<file path="src/rtl/alm_pkg.sv">
`timescale 1ns / 1ps

package alm_pkg;

	// Field widths of the request and response words.
	localparam int ELEM_W  = 32;
	localparam int REQ_W   = 2;
	localparam int STAT_W  = 2;
	localparam int COUNT_W = 5;

	// Request codes.
	localparam logic [REQ_W-1:0] REQ_ADD    = 2'd0;
	localparam logic [REQ_W-1:0] REQ_REMOVE = 2'd1;
	localparam logic [REQ_W-1:0] REQ_SEARCH = 2'd2;
	localparam logic [REQ_W-1:0] REQ_COUNT  = 2'd3;

	// Status codes.
	localparam logic [STAT_W-1:0] ST_DONE    = 2'd0;
	localparam logic [STAT_W-1:0] ST_MISSING = 2'd1;
	localparam logic [STAT_W-1:0] ST_FULL    = 2'd2;

	typedef struct packed {
		logic [REQ_W-1:0]         req_type;
		logic signed [ELEM_W-1:0] elem_value;
	} req_word_t;

	typedef struct packed {
		logic [STAT_W-1:0]  status;
		logic [COUNT_W-1:0] occurrences;
		logic [COUNT_W-1:0] elem_total;
		logic               is_empty;
	} rsp_word_t;

endpackage

</file>
<file path="src/rtl/alm_store.sv">
`timescale 1ns / 1ps

module alm_store #(
	parameter int CAPACITY   = 16,
	parameter int VALUE_BITS = 32
) (
	input  logic                          clk,
	input  logic                          rd_en,
	input  logic [$clog2(CAPACITY)-1:0]   rd_addr,
	output logic [VALUE_BITS-1:0]         rd_value,
	output logic [$clog2(CAPACITY):0]     rd_link,
	input  logic                          val_we,
	input  logic [$clog2(CAPACITY)-1:0]   val_addr,
	input  logic [VALUE_BITS-1:0]         val_wdata,
	input  logic                          lnk_we,
	input  logic [$clog2(CAPACITY)-1:0]   lnk_addr,
	input  logic [$clog2(CAPACITY):0]     lnk_wdata
);

	localparam int LW = $clog2(CAPACITY) + 1;

	logic [VALUE_BITS-1:0] val_mem [CAPACITY];
	logic [LW-1:0]         lnk_mem [CAPACITY];

	// Value memory write port.
	always_ff @(posedge clk) begin
		if (val_we) begin
			val_mem[val_addr] <= val_wdata;
		end
	end

	// Link memory write port.
	always_ff @(posedge clk) begin
		if (lnk_we) begin
			lnk_mem[lnk_addr] <= lnk_wdata;
		end
	end

	// Both memories are read at the same slot, with registered data.
	always_ff @(posedge clk) begin
		if (rd_en) begin
			rd_value <= val_mem[rd_addr];
			rd_link  <= lnk_mem[rd_addr];
		end
	end

endmodule

</file>
<file path="src/rtl/array_linked_multiset.sv">
`timescale 1ns / 1ps

// Multiset of signed values kept as a singly linked list in a node store of
// CAPACITY slots, with unused slots chained on a free list. Each request word
// adds a value at the list head, removes the first match, searches for a
// value or counts its occurrences, and gives one response word with the
// status and the element count after the request. After reset the block
// chains every slot onto the free list and holds req_stall high meanwhile.
// Timing is set by the walk through the node store, one linked node read per
// cycle. An add writes the node in S_ADD and a refused add goes straight to
// S_FIN, where the response enters the output register once it is free.
// Remove, search and count on an empty list also go straight to S_FIN.
// Otherwise they walk the list in S_WALK, visiting at most CAPACITY nodes,
// and a remove that unlinks a node releases it in S_FREE before S_FIN. A new
// request word is accepted once the previous response sits in the output
// register, even while it is stalled.
module array_linked_multiset #(
	parameter int CAPACITY   = 16,
	parameter int VALUE_BITS = 32
) (
	input  logic               clk,
	input  logic               arst_n,
	input  logic               req_valid,
	output logic               req_stall,
	input  alm_pkg::req_word_t req_word,
	output logic               rsp_valid,
	input  logic               rsp_stall,
	output alm_pkg::rsp_word_t rsp_word
);

	import alm_pkg::*;

	localparam int SW = $clog2(CAPACITY);
	localparam int LW = SW + 1;
	localparam int CW = $clog2(CAPACITY + 1);

	localparam logic [LW-1:0] NULL_LINK = LW'(CAPACITY);
	localparam logic [CW-1:0] WALK_MAX  = CW'(CAPACITY);
	localparam logic [SW-1:0] LAST_SLOT = SW'(CAPACITY - 1);

	localparam logic [2:0] S_INIT = 3'd0;
	localparam logic [2:0] S_IDLE = 3'd1;
	localparam logic [2:0] S_ADD  = 3'd2;
	localparam logic [2:0] S_WALK = 3'd3;
	localparam logic [2:0] S_FREE = 3'd4;
	localparam logic [2:0] S_FIN  = 3'd5;

	logic [2:0]            state_q;
	logic [SW-1:0]         init_idx_q;
	logic [LW-1:0]         list_head_q;
	logic [LW-1:0]         free_head_q;
	logic [CW-1:0]         total_q;
	logic [REQ_W-1:0]      req_q;
	logic [VALUE_BITS-1:0] val_q;
	logic [LW-1:0]         cur_q;
	logic [LW-1:0]         prev_q;
	logic [CW-1:0]         steps_q;
	logic [CW-1:0]         found_q;
	logic [STAT_W-1:0]     status_q;
	logic                  rsp_valid_q;
	rsp_word_t             rsp_word_q;

	logic                  accept;
	logic [63:0]           in_ext;
	logic [VALUE_BITS-1:0] in_val;
	logic                  hit;
	logic [CW-1:0]         next_steps;
	logic                  walk_stop;
	logic [STAT_W-1:0]     fin_status;
	logic                  rsp_free;

	logic                  rd_en;
	logic [SW-1:0]         rd_addr;
	logic [VALUE_BITS-1:0] rd_value;
	logic [LW-1:0]         rd_link;
	logic                  val_we;
	logic                  lnk_we;
	logic [SW-1:0]         lnk_addr;
	logic [LW-1:0]         lnk_wdata;

	assign req_stall = (state_q != S_IDLE);
	assign accept    = req_valid && !req_stall;
	assign rsp_valid = rsp_valid_q;
	assign rsp_word  = rsp_word_q;
	assign rsp_free  = !rsp_valid_q || !rsp_stall;

	// The value is sign extended and kept in its low VALUE_BITS bits.
	assign in_ext = {{(64 - ELEM_W){req_word.elem_value[ELEM_W-1]}}, req_word.elem_value};
	assign in_val = in_ext[VALUE_BITS-1:0];

	// Walk step on the node whose data returned this cycle.
	assign hit        = (rd_value == val_q);
	assign next_steps = steps_q + CW'(1);
	assign walk_stop  = (next_steps == WALK_MAX) || (rd_link >= NULL_LINK);
	assign fin_status = (req_q == REQ_ADD) ? status_q :
	                    ((found_q != '0) ? ST_DONE : ST_MISSING);

	// Node store read address follows the walk.
	always_comb begin
		rd_en   = 1'b0;
		rd_addr = rd_link[SW-1:0];
		if (state_q == S_IDLE) begin
			rd_en   = accept;
			rd_addr = (req_word.req_type == REQ_ADD) ? free_head_q[SW-1:0]
			                                         : list_head_q[SW-1:0];
		end else if (state_q == S_WALK) begin
			rd_en = !walk_stop && !(hit && (req_q == REQ_REMOVE || req_q == REQ_SEARCH));
		end
	end

	// Value and link memory writes: free list chaining, add, unlink and release.
	always_comb begin
		val_we    = (state_q == S_ADD);
		lnk_we    = 1'b0;
		lnk_addr  = cur_q[SW-1:0];
		lnk_wdata = free_head_q;
		unique case (state_q)
			S_INIT: begin
				lnk_we    = 1'b1;
				lnk_addr  = init_idx_q;
				lnk_wdata = {1'b0, init_idx_q} + LW'(1);
			end
			S_ADD: begin
				lnk_we    = 1'b1;
				lnk_addr  = free_head_q[SW-1:0];
				lnk_wdata = list_head_q;
			end
			S_WALK: begin
				lnk_we    = hit && (req_q == REQ_REMOVE) && (prev_q < NULL_LINK);
				lnk_addr  = prev_q[SW-1:0];
				lnk_wdata = rd_link;
			end
			S_FREE: begin
				lnk_we = 1'b1;
			end
			default: begin
				lnk_we = 1'b0;
			end
		endcase
	end

	alm_store #(
		.CAPACITY   (CAPACITY),
		.VALUE_BITS (VALUE_BITS)
	) u_store (
		.clk       (clk),
		.rd_en     (rd_en),
		.rd_addr   (rd_addr),
		.rd_value  (rd_value),
		.rd_link   (rd_link),
		.val_we    (val_we),
		.val_addr  (free_head_q[SW-1:0]),
		.val_wdata (val_q),
		.lnk_we    (lnk_we),
		.lnk_addr  (lnk_addr),
		.lnk_wdata (lnk_wdata)
	);

	// Request sequencer and response register.
	always_ff @(posedge clk or negedge arst_n) begin
		if (!arst_n) begin
			state_q     <= S_INIT;
			init_idx_q  <= '0;
			list_head_q <= NULL_LINK;
			free_head_q <= '0;
			total_q     <= '0;
			req_q       <= REQ_ADD;
			val_q       <= '0;
			cur_q       <= NULL_LINK;
			prev_q      <= NULL_LINK;
			steps_q     <= '0;
			found_q     <= '0;
			status_q    <= ST_DONE;
			rsp_valid_q <= 1'b0;
			rsp_word_q  <= '0;
		end else begin
			if (rsp_valid_q && !rsp_stall && state_q != S_FIN) begin
				rsp_valid_q <= 1'b0;
			end
			unique case (state_q)
				S_INIT: begin
					init_idx_q <= init_idx_q + SW'(1);
					if (init_idx_q == LAST_SLOT) begin
						state_q <= S_IDLE;
					end
				end
				S_IDLE: begin
					if (accept) begin
						req_q   <= req_word.req_type;
						val_q   <= in_val;
						cur_q   <= list_head_q;
						prev_q  <= NULL_LINK;
						steps_q <= '0;
						found_q <= '0;
						if (req_word.req_type == REQ_ADD) begin
							if (free_head_q < NULL_LINK) begin
								status_q <= ST_DONE;
								state_q  <= S_ADD;
							end else begin
								status_q <= ST_FULL;
								state_q  <= S_FIN;
							end
						end else if (list_head_q < NULL_LINK) begin
							state_q <= S_WALK;
						end else begin
							state_q <= S_FIN;
						end
					end
				end
				S_ADD: begin
					free_head_q <= rd_link;
					list_head_q <= free_head_q;
					total_q     <= total_q + CW'(1);
					state_q     <= S_FIN;
				end
				S_WALK: begin
					if (hit) begin
						found_q <= found_q + CW'(1);
					end
					if (hit && req_q == REQ_REMOVE) begin
						if (prev_q >= NULL_LINK) begin
							list_head_q <= rd_link;
						end
						if (total_q != '0) begin
							total_q <= total_q - CW'(1);
						end
						state_q <= S_FREE;
					end else if ((hit && req_q == REQ_SEARCH) || walk_stop) begin
						state_q <= S_FIN;
					end else begin
						prev_q  <= cur_q;
						cur_q   <= rd_link;
						steps_q <= next_steps;
					end
				end
				S_FREE: begin
					free_head_q <= cur_q;
					state_q     <= S_FIN;
				end
				S_FIN: begin
					if (rsp_free) begin
						rsp_valid_q            <= 1'b1;
						rsp_word_q.status      <= fin_status;
						rsp_word_q.occurrences <= (req_q == REQ_COUNT) ? COUNT_W'(found_q)
						                                               : '0;
						rsp_word_q.elem_total  <= COUNT_W'(total_q);
						rsp_word_q.is_empty    <= (total_q == '0);
						state_q                <= S_IDLE;
					end
				end
				default: begin
					state_q <= S_IDLE;
				end
			endcase
		end
	end

endmodule
</file>
<file path="config.mk">
export PLATFORM = sky130hd
export DESIGN_NAME = array_linked_multiset
export DESIGN_NICKNAME = d
export VERILOG_FILES = /design/src/rtl/alm_pkg.sv /design/src/rtl/alm_store.sv /design/src/rtl/array_linked_multiset.sv
export SDC_FILE = /design/constraint.sdc
export NUM_CORES = 1
export LEC_CHECK = 0
export BUFFER_PORTS_ARGS = -buffer_cell sky130_fd_sc_hd__buf_2
export CORE_UTILIZATION = 55
export CTS_BUF_LIST = sky130_fd_sc_hd__clkbuf_4
export DETAILED_ROUTE_END_ITERATION = 8
export PLACE_DENSITY = 0.72
export SLEW_MARGIN = 15
export SYNTH_ARGS = -nofsm -noshare
export SYNTH_HDL_FRONTEND = slang
export SYNTH_SLANG_ARGS = --single-unit
</file>
<file path="constraint.sdc">
create_clock -name clk -period 8.8 [get_ports clk]
set_input_delay 1.76 -clock clk [delete_from_list [all_inputs] [get_ports clk]]
set_output_delay 1.76 -clock clk [all_outputs]
set_load 0.01 [all_outputs]
</file>
[Word-level counts from Yosys, hierarchy flattened]
Memory sizes are Yosys's and may differ from the RTL's. A register that Yosys moved wholly into a read port is not among the register bits.
Index checks and enable logic that the tools add are counted.
Word-level totals
  output and inout bits: 15
  register bits after elaboration: 92
  memory bits (writable): 592
  memories: 2
  word-level logic and storage cells: 137
  bits of input ports: 38
Operators by class
  order comparisons: 5
  reduce and logical (&&, ||, !) cells: 36
  $add $sub $neg: 6
  multiplexer cells: 48
  equal/unequal tests: 23
Memory list
  u_store.val_mem: words 16, bits a word 32, rd ports 1, clocked after Yosys merged registers in 1, wr ports 1, RTL line alm_store.sv:22  | logic [VALUE_BITS-1:0] val_mem [CAPACITY];
  u_store.lnk_mem: words 16, bits a word 5, rd ports 1, clocked after Yosys merged registers in 1, wr ports 1, RTL line alm_store.sv:23  | logic [LW-1:0] lnk_mem [CAPACITY];
Operators by type and width (number)
  $mux W5: 15
  $pmux W5 S2: 7
  $eq A32 B32 Y1: 1
  $mux W3: 8
  $add A5 B1 Y5 const B: 3
  $lt A5 B5 Y1 const B: 3
  $pmux W3 S5: 1
  $pmux W5 S3: 1
  $ne A2 B2 Y1 const B: 6
  $pmux W4 S3: 1
  $reduce_and A3 Y1: 4
  $ge A5 B5 Y1 const B: 2
  $mux W1: 10
  $reduce_bool A5 Y1: 2
  $logic_and A1 B1 Y1: 8
  $mux W4: 2
  $reduce_and A4 Y1: 2
  $eq A3 B2 Y1 const B: 2
  $eq A3 B3 Y1 const B: 2
  $ne A2 B1 Y1 const B: 3
  $ne A3 B1 Y1 const B: 2
  $reduce_bool A2 Y1: 3
  $add A4 B1 Y5 const B: 1
  $eq A5 B5 Y1 const B: 1
  17 further kinds: 28

[Longest topological paths before layout]
Gate-level depths: netlist of run 1.
  word-level depth: 7
  mapped depth: 11
  depth with buffers taken out: 10

[By module]
Synthesis of run 1 repeated with hierarchy kept, for this count alone.
Second synthesis, totals
  cells, all modules: 1531
  area, all modules: 28383.5 µm²
Modules (own cells, without submodules)
  alm_store: instances 1, area an instance 23423.7 µm², cells an instance 986
  array_linked_multiset: instances 1, area an instance 4959.8 µm², cells an instance 545

[Worst setup path after synthesis of run 1]
OpenSTA, ideal clock, no wires.
  kind: reg-to-reg
  start point: reg state_q[1]
  end point: mem u_store.val_mem[0][0] (enable)
  stages on the path, launching flop included: 8
  setup slack: 4.610 ns
  library setup time: 0.461 ns
  clock period less this slack: 4.190 ns
  data required time: 8.339 ns
  arrival time: 3.729 ns
  buffers on the path: 3
  cells stage by stage: dfrtp_1 -> buf_2 -> clkbuf_1 -> buf_1 -> nand3_1 -> nor2_1 -> nand2_1 -> nor3_1
On the way
  word-level cells in the longest chain between the ends: 3
Ends and longest elaborated chain
  start: declaration: RTL line array_linked_multiset.sv:48  | logic [2:0] state_q;
  start signal: assignment: RTL line array_linked_multiset.sv:162  | state_q <= S_INIT;
  start signal: assignment: RTL line array_linked_multiset.sv:184  | state_q <= S_IDLE;
  start signal: assignment: RTL line array_linked_multiset.sv:198  | state_q <= S_ADD;
  $eq A3 B2 Y1: RTL line array_linked_multiset.sv:113  | val_we = (state_q == S_ADD);
  $mux W1: RTL line alm_store.sv:27  | if (val_we) begin
  $mux W1 (not written as such): RTL line alm_store.sv:28  | val_mem[val_addr] <= val_wdata;
  end: declaration: RTL line alm_store.sv:22
Every way passes these cells.

[Final worst setup path of run 1]
  start point: reg state_q[0]
  end point: reg u_store.rd_value[18] (read register of u_store.val_mem), data pin
On the way
  word-level cells in the longest chain between the ends: 4
  elaborated cells on any way between the ends: 8
  those cells by class: 3 x eq/ne; 3 x mux; 2 x reduce/logical
Ends and longest elaborated chain
  $ne A3 B1 Y1: RTL line array_linked_multiset.sv:81  | assign req_stall = (state_q != S_IDLE);
  $logic_not A1 Y1: RTL line array_linked_multiset.sv:82  | assign accept = req_valid && !req_stall;
  $logic_and A1 B1 Y1: RTL line array_linked_multiset.sv:82
  $mux W1: RTL line array_linked_multiset.sv:102  | if (state_q == S_IDLE) begin
  end: declaration: RTL line alm_store.sv:10  | output logic [VALUE_BITS-1:0] rd_value,
Several ways; a longest one is shown, not always the timed one.
A chain may end at the register's enable or synchronous reset.

==> qor.yml, run 1 <==
outcome: "finished with violations"
setup_viol: 0
synth.avg_cell_area_um2: 14.7
total_power_mw: 11.7
drtIter0Drc: 1833
core_region_area_um2: 52900
postCtsSetupRepairBufs: 0
relSlewSlack: 0.233
synth_ff_type: "edfxtp_1"
die_area_um2: 54700
setup_tns_ns: 0
start_util: 0.560
skew_ns: 0.0634
power_density_nw_per_um2: 354
cts_buffers: 180
fin_crit_sh: 0.555
p_leak_nw: 11.5
synth_top_cell_area_share: 0.638
post_drt_wl_per_cell_um: 24.8
portBuffers: 52
ir_worst_vdd_mv: 0.332
final_common_cell: "edfxtp_1"
placedCellCount: 2656
drc: 2
ys_warn_count: 0
clk_pin_slew_ns: 0.07
final_cell_mix: "edfxtp_1, clkbuf_4, nand3_1, o21ai_0, a21oi_1"
maxCapViolCount: 0
route.vias.total: 18700
first_pass_iters: 9
critPathMaxFanout: 83
antenna_found_initial: 2
endpoint: "u_store.rd_value[18]"
r2r_cells: 8
nets: 2200
cts_max_level: 4
yosys.area_share.simple: 0.0646
synth_largest_area_cell: "edfxtp_1"
num_rows: 84
clock.fmax_mhz: 205
crit_path_max_incr_delay_ns: 0.86
cts_tree: "done"
violations: "design-rule violations"
r2r_setup_slack_ns: 3.91
async_flop_share: 0.126
critPathLaunchType: "flop"
worst_pin_slew_ns: 1.15
synthMuxAreaShare: 0.0821
rsz0062_at_grt: "false"
first_global_vias: 18700
clock_latency_ns: 1.03
synth_fa_ha_area_frac: 0.00533
finalNonFillerCells: 2991
seq_area_frac_synth: 0.715
synthesis.area_um2: 29600
area_growth_syn_to_layout_pct: 11.4
critPathLaunch: "state_q[0]"
wirelength_mm: 74.3
grt_start_max_net_pins: 138
place_congestion: 0.832
endpoint_kind: "flop"
min_path_type: "reg -> reg"
slowest_stage: "nand2b_4"
synth_edf_count: 629
synth_cell_types: 71
crit_required_ns: 9.51
vias_per_cell: 6.24
synth_xor_area_frac: 0.0127
syn_inst: 2008
synth_top_family_by_area: "compound AO/OA/AOI/OAI gates"
grt_pass1_wl_mm: 112
cp_cell_sequence: "nor3b_4 > inv_2 > nand2b_4 > nand2_8 > buf_4 > mux2_1 > a2111oi_0 > nand3_1"
r2r_start: "state_q[0]"
ios: 53
drv_slew: 0
synth_area_leaders: "edfxtp_1, dfrtp_1, mux2_2"
drive_gt1_frac: 0.235
root_buffer: "clkbuf_4"
post_cts_resized: 0
max-clock-path-buffers: 3
crit_type: "reg -> reg"
hold_violations: 0
grt-ovfl-total: 0
postRouteAntennaNets: 0
hpwl_mm: 37.7
fp.dieW_um: 234
ctsHoldBuffers: 0
timing.rr.end: "u_store.rd_value[18]"
synth_compound_area_frac: 0.0993
fin_util: 0.623
ys_seq_elements: 720
grt_usage: 0.280
fin_crit_ns: 4.89
cp.arrival_ns: 5.60
die_h_um: 234
synth_fp_nets: 2058
cts.sinks: 720
[per-layer routing]
| metal | routed length, um | vias up | part of all wire | GRT usage |
|---|---|---|---|---|
| met2 | 36100 | 890 | 0.49 | 0.445 |
| met5 | 42 | - | 0.00057 | 0.00536 |
| met3 | 6580 | 145 | 0.089 | 0.0681 |
| met4 | 1860 | 2 | 0.025 | 0.116 |
| met1 | 29700 | 9380 | 0.40 | 0.369 |
| li1 | - | 8245 | - | - |
[synth_stat cells (all sizes together) (10+ instances only)]
master   instances
mux2           133
nor4            37
mux2i           93
edfxtp         629
nor2            53
a31oi           10
xor2            35
a22oi           39
nand3          189
clkbuf          88
dfrtp           88
o22a            43
o22ai           13
ha              11
nand2           54
inv             17
a21oi          157
nand2b          10
buf             44
nor3            16
a2111oi         12
o21ai          164
[stage by stage]
| step | hold slack (ns) | setup WS [ns] | area [um^2] |
|---|---|---|---|
| finish | 0.483 | 3.91 | 33000 |
| global route | 0.512 | 3.64 | 33000 |
| CTS | 0.486 | 4.02 | 33000 |
| detailed placement | 0.471 | 3.20 | 30700 |
| global placement | 0.459 | 3.40 | 30700 |
| floorplan | 0.456 | 4.61 | 29600 |
[critical path, delay by kind of cell (launching register included)]
kind	cells	cell delay, ns
AO/OA/AOI/OAI	1	0.61
multiplexers	1	0.40
buffers and inverters	2	0.74
AND/OR/NAND/NOR	4	2.05
flip-flops	1	0.77
[sequential cells by signal (all words and copies together) (netlist names), 2 cells and up]
signal,cells
req_q,2
cur_q,5
state_q,3
prev_q,5
total_q,5
u_store.lnk_mem,80
val_q,32
found_q,5
rsp_word,13
init_idx_q,4
steps_q,5
u_store.val_mem,512
free_head_q,5
u_store.rd_value,32
list_head_q,5
u_store.rd_link,5
[power breakdown]
group          total, mW  internal [mW]  leakage (nW)  switching, mW
combinational       3.79           1.36          3.28           2.42
clock               2.74           1.39          1.37           1.35
sequential          5.13           4.56          6.81          0.563
total               11.7           7.32          11.5           4.33
[kinds of logic (layout without fill, tap and decap cells)]
group	after synthesis	in the layout
buf+inv	151	444
mux	226	226
flops	720	720
xor+xnor	43	43
other cells	0	2
simple gates	380	380
fa+ha+maj	12	12
compound gates	476	476
[how the worst min path moves through the flow]
stage / depth (start not counted) / from / end
finish: 2 / rsp_word[6] / rsp_word[6]
global route: 2 / cur_q[4] / prev_q[4]
CTS: 2 / rsp_word[6] / rsp_word[6]
detailed placement: 2 / rsp_word[6] / rsp_word[6]
global placement: 2 / rsp_word[6] / rsp_word[6]
floorplan: 1 / total_q[4] / total_q[4]
[cell type report]
cell class,instances,area (um^2)
well taps,688,861
fillers,3961,19900
flip-flops and latches,720,21200
clock inverters,66,265
repair buffers,92,576
diodes,2,5.00
multi-input cells,1137,8010
inverters,19,71.3
clock buffers,267,2000
Power figures use the tool's default switching activity.
==> inputs of run 2 (changes only) <==
--- a/config.mk
+++ b/config.mk
@@ -9,7 +9,7 @@
 export CORE_UTILIZATION = 55
 export CTS_BUF_LIST = sky130_fd_sc_hd__clkbuf_4
 export DETAILED_ROUTE_END_ITERATION = 8
-export PLACE_DENSITY = 0.72
+export PLACE_DENSITY = 0.75
 export SLEW_MARGIN = 15
 export SYNTH_ARGS = -nofsm -noshare
 export SYNTH_HDL_FRONTEND = slang
==> constraint.sdc (replaced) <==
create_clock -name clk -period 4.2 [get_ports clk]
set_input_delay 0.84 -clock clk [delete_from_list [all_inputs] [get_ports clk]]
set_output_delay 0.84 -clock clk [all_outputs]
set_load 0.01 [all_outputs]
==> qor.yml, run 2 (synthesized netlist as in run 1, its figures left out) <==
outcome: "finished with violations"
violations: "design-rule violations"
post_drt_wl_per_cell_um: 24.2
place_ws_ns: 0.657
clk_pin_slew_ns: 0.07
endpoint_kind: "flop"
route.vias.total: 19000
wirelength_mm: 73.3
min_path_type: "in -> reg"
largest_register: "u_store.val_mem"
nets: 2258
root_buffer: "clkbuf_4"
crit_required_ns: 4.86
grt_start_max_net_pins: 137
grt-ovfl-total: 0
relSlewSlack: 0.294
critPathLaunch: "val_q[18]"
regArea_um2: 21200
vias_per_cell: 6.27
grt_pass1_wl_mm: 111
portBuffers: 52
die_area_um2: 54700
setup_viol: 0
cts_tree: "done"
cts.sinks: 720
final_common_cell: "edfxtp_1"
p_leak_nw: 11.8
postRouteAntennaNets: 0
clock_latency_ns: 1.04
postCtsSetupRepairBufs: 0
critPathMaxFanout: 18
largest_reg_flops: 512
core_region_area_um2: 52900
drc: 2
cts_max_level: 4
r2r_start: "val_q[18]"
fillCellCount: 3803
first_pass_iters: 9
drtIter0Drc: 2260
clock.fmax_mhz: 288
final_cell_mix: "edfxtp_1, clkbuf_4, nand3_1, o21ai_0, a21oi_1"
drv_slew: 0
layout_setup_ws_ns: 0.723
maxCapViolCount: 0
num_rows: 84
final_cell_area_um2: 33500
power_density_nw_per_um2: 736
area_growth_syn_to_layout_pct: 13.2
fin_crit_ns: 3.48
setup_tns_ns: 0
ios: 53
post_cts_resized: 0
top_regs: "u_store.val_mem (512), u_store.lnk_mem (80)"
hpwl_mm: 40.2
die_h_um: 234
rsz0062_at_grt: "false"
worst_pin_slew_ns: 1.05
max-clock-path-buffers: 3
dpl_cell_area_um2: 31300
fp.dieW_um: 234
hold_violations: 0
cts_buffers: 173
fin_crit_sh: 0.828
first_global_vias: 19100
grt_usage: 0.275
cp.arrival_ns: 4.13
place_congestion: 0.843
antenna_found_initial: 2
skew_ns: 0.0640
critPathLaunchType: "flop"
multiInputGateArea_um2: 8000
start_util: 0.560
ir_worst_vdd_mv: 0.718
holdCritStartpoint: "req_word[0]"
drive_gt1_frac: 0.249
crit_type: "reg -> reg"
[run 2: power by group]
group,total (mW),internal [mW],switching [mW]
logic,8.68,3.20,5.48
clock network,5.55,2.86,2.69
registers,10.4,9.55,0.871
[run 2: stage by stage]
| step | std cells | util | total power [mW] | hold WS, ns |
|---|---|---|---|---|
| floorplan | 2008 | - | 16.1 | 0.456 |
| global placement | 2715 | 0.592 | 18.8 | 0.462 |
| detailed placement | 2715 | 0.592 | 19.1 | 0.472 |
| CTS | 3017 | 0.633 | 24.7 | 0.000301 |
| global route | 3022 | 0.634 | 25.8 | 0.00168 |
| finish | 3025 | 0.634 | 24.7 | 0.0489 |
[run 2: path summary, 6_finish.rpt]
kind,endpoint,slack (ns),cells after the start
max,u_store.lnk_mem[1][3],0.72,8
min,val_q[0],0.05,2
max reg2reg,u_store.lnk_mem[1][3],0.72,8
min reg2reg,rsp_word[12],0.48,2
max in group asynchronous,val_q[25],2.85,3
min in group asynchronous,free_head_q[2],0.47,2
[run 2: worst max-delay path, stage by stage, from the launching register on]
cell     delay (ns)
dfrtp_1        0.69
xor2_1         0.17
nor4_1         0.66
nand4_1        0.26
buf_4          0.24
o41ai_1        0.34
buf_4          0.21
nand3_1        0.14
nor2_1         0.41
[run 2: layout make-up]
| class | count | area share |
|---|---|---|
| sequential | 720 | 0.632 |
| clock buffer | 253 | 0.0567 |
| timing repair buffer | 157 | 0.0378 |
| multi-input combinational | 1137 | 0.239 |
| inverter | 19 | 0.00213 |
| tap | 688 | 0.0257 |
| antenna | 8 | 0.000598 |
| clock inverter | 43 | 0.00646 |
[run 2: layer usage]
metal  vias to the layer above  part of all wire  global-route usage
met3                       178             0.091              0.0578
met5                         -                 0                   0
met1                      9390              0.39               0.360
met4                         0             0.030               0.126
li1                       8336                 -                   -
met2                      1060              0.49               0.442
[run 2: what timing repair did]
action,in CTS,in global routing
setup endpoints to repair,0,0
hold endpoints to repair,45,0
hold buffers,6,0
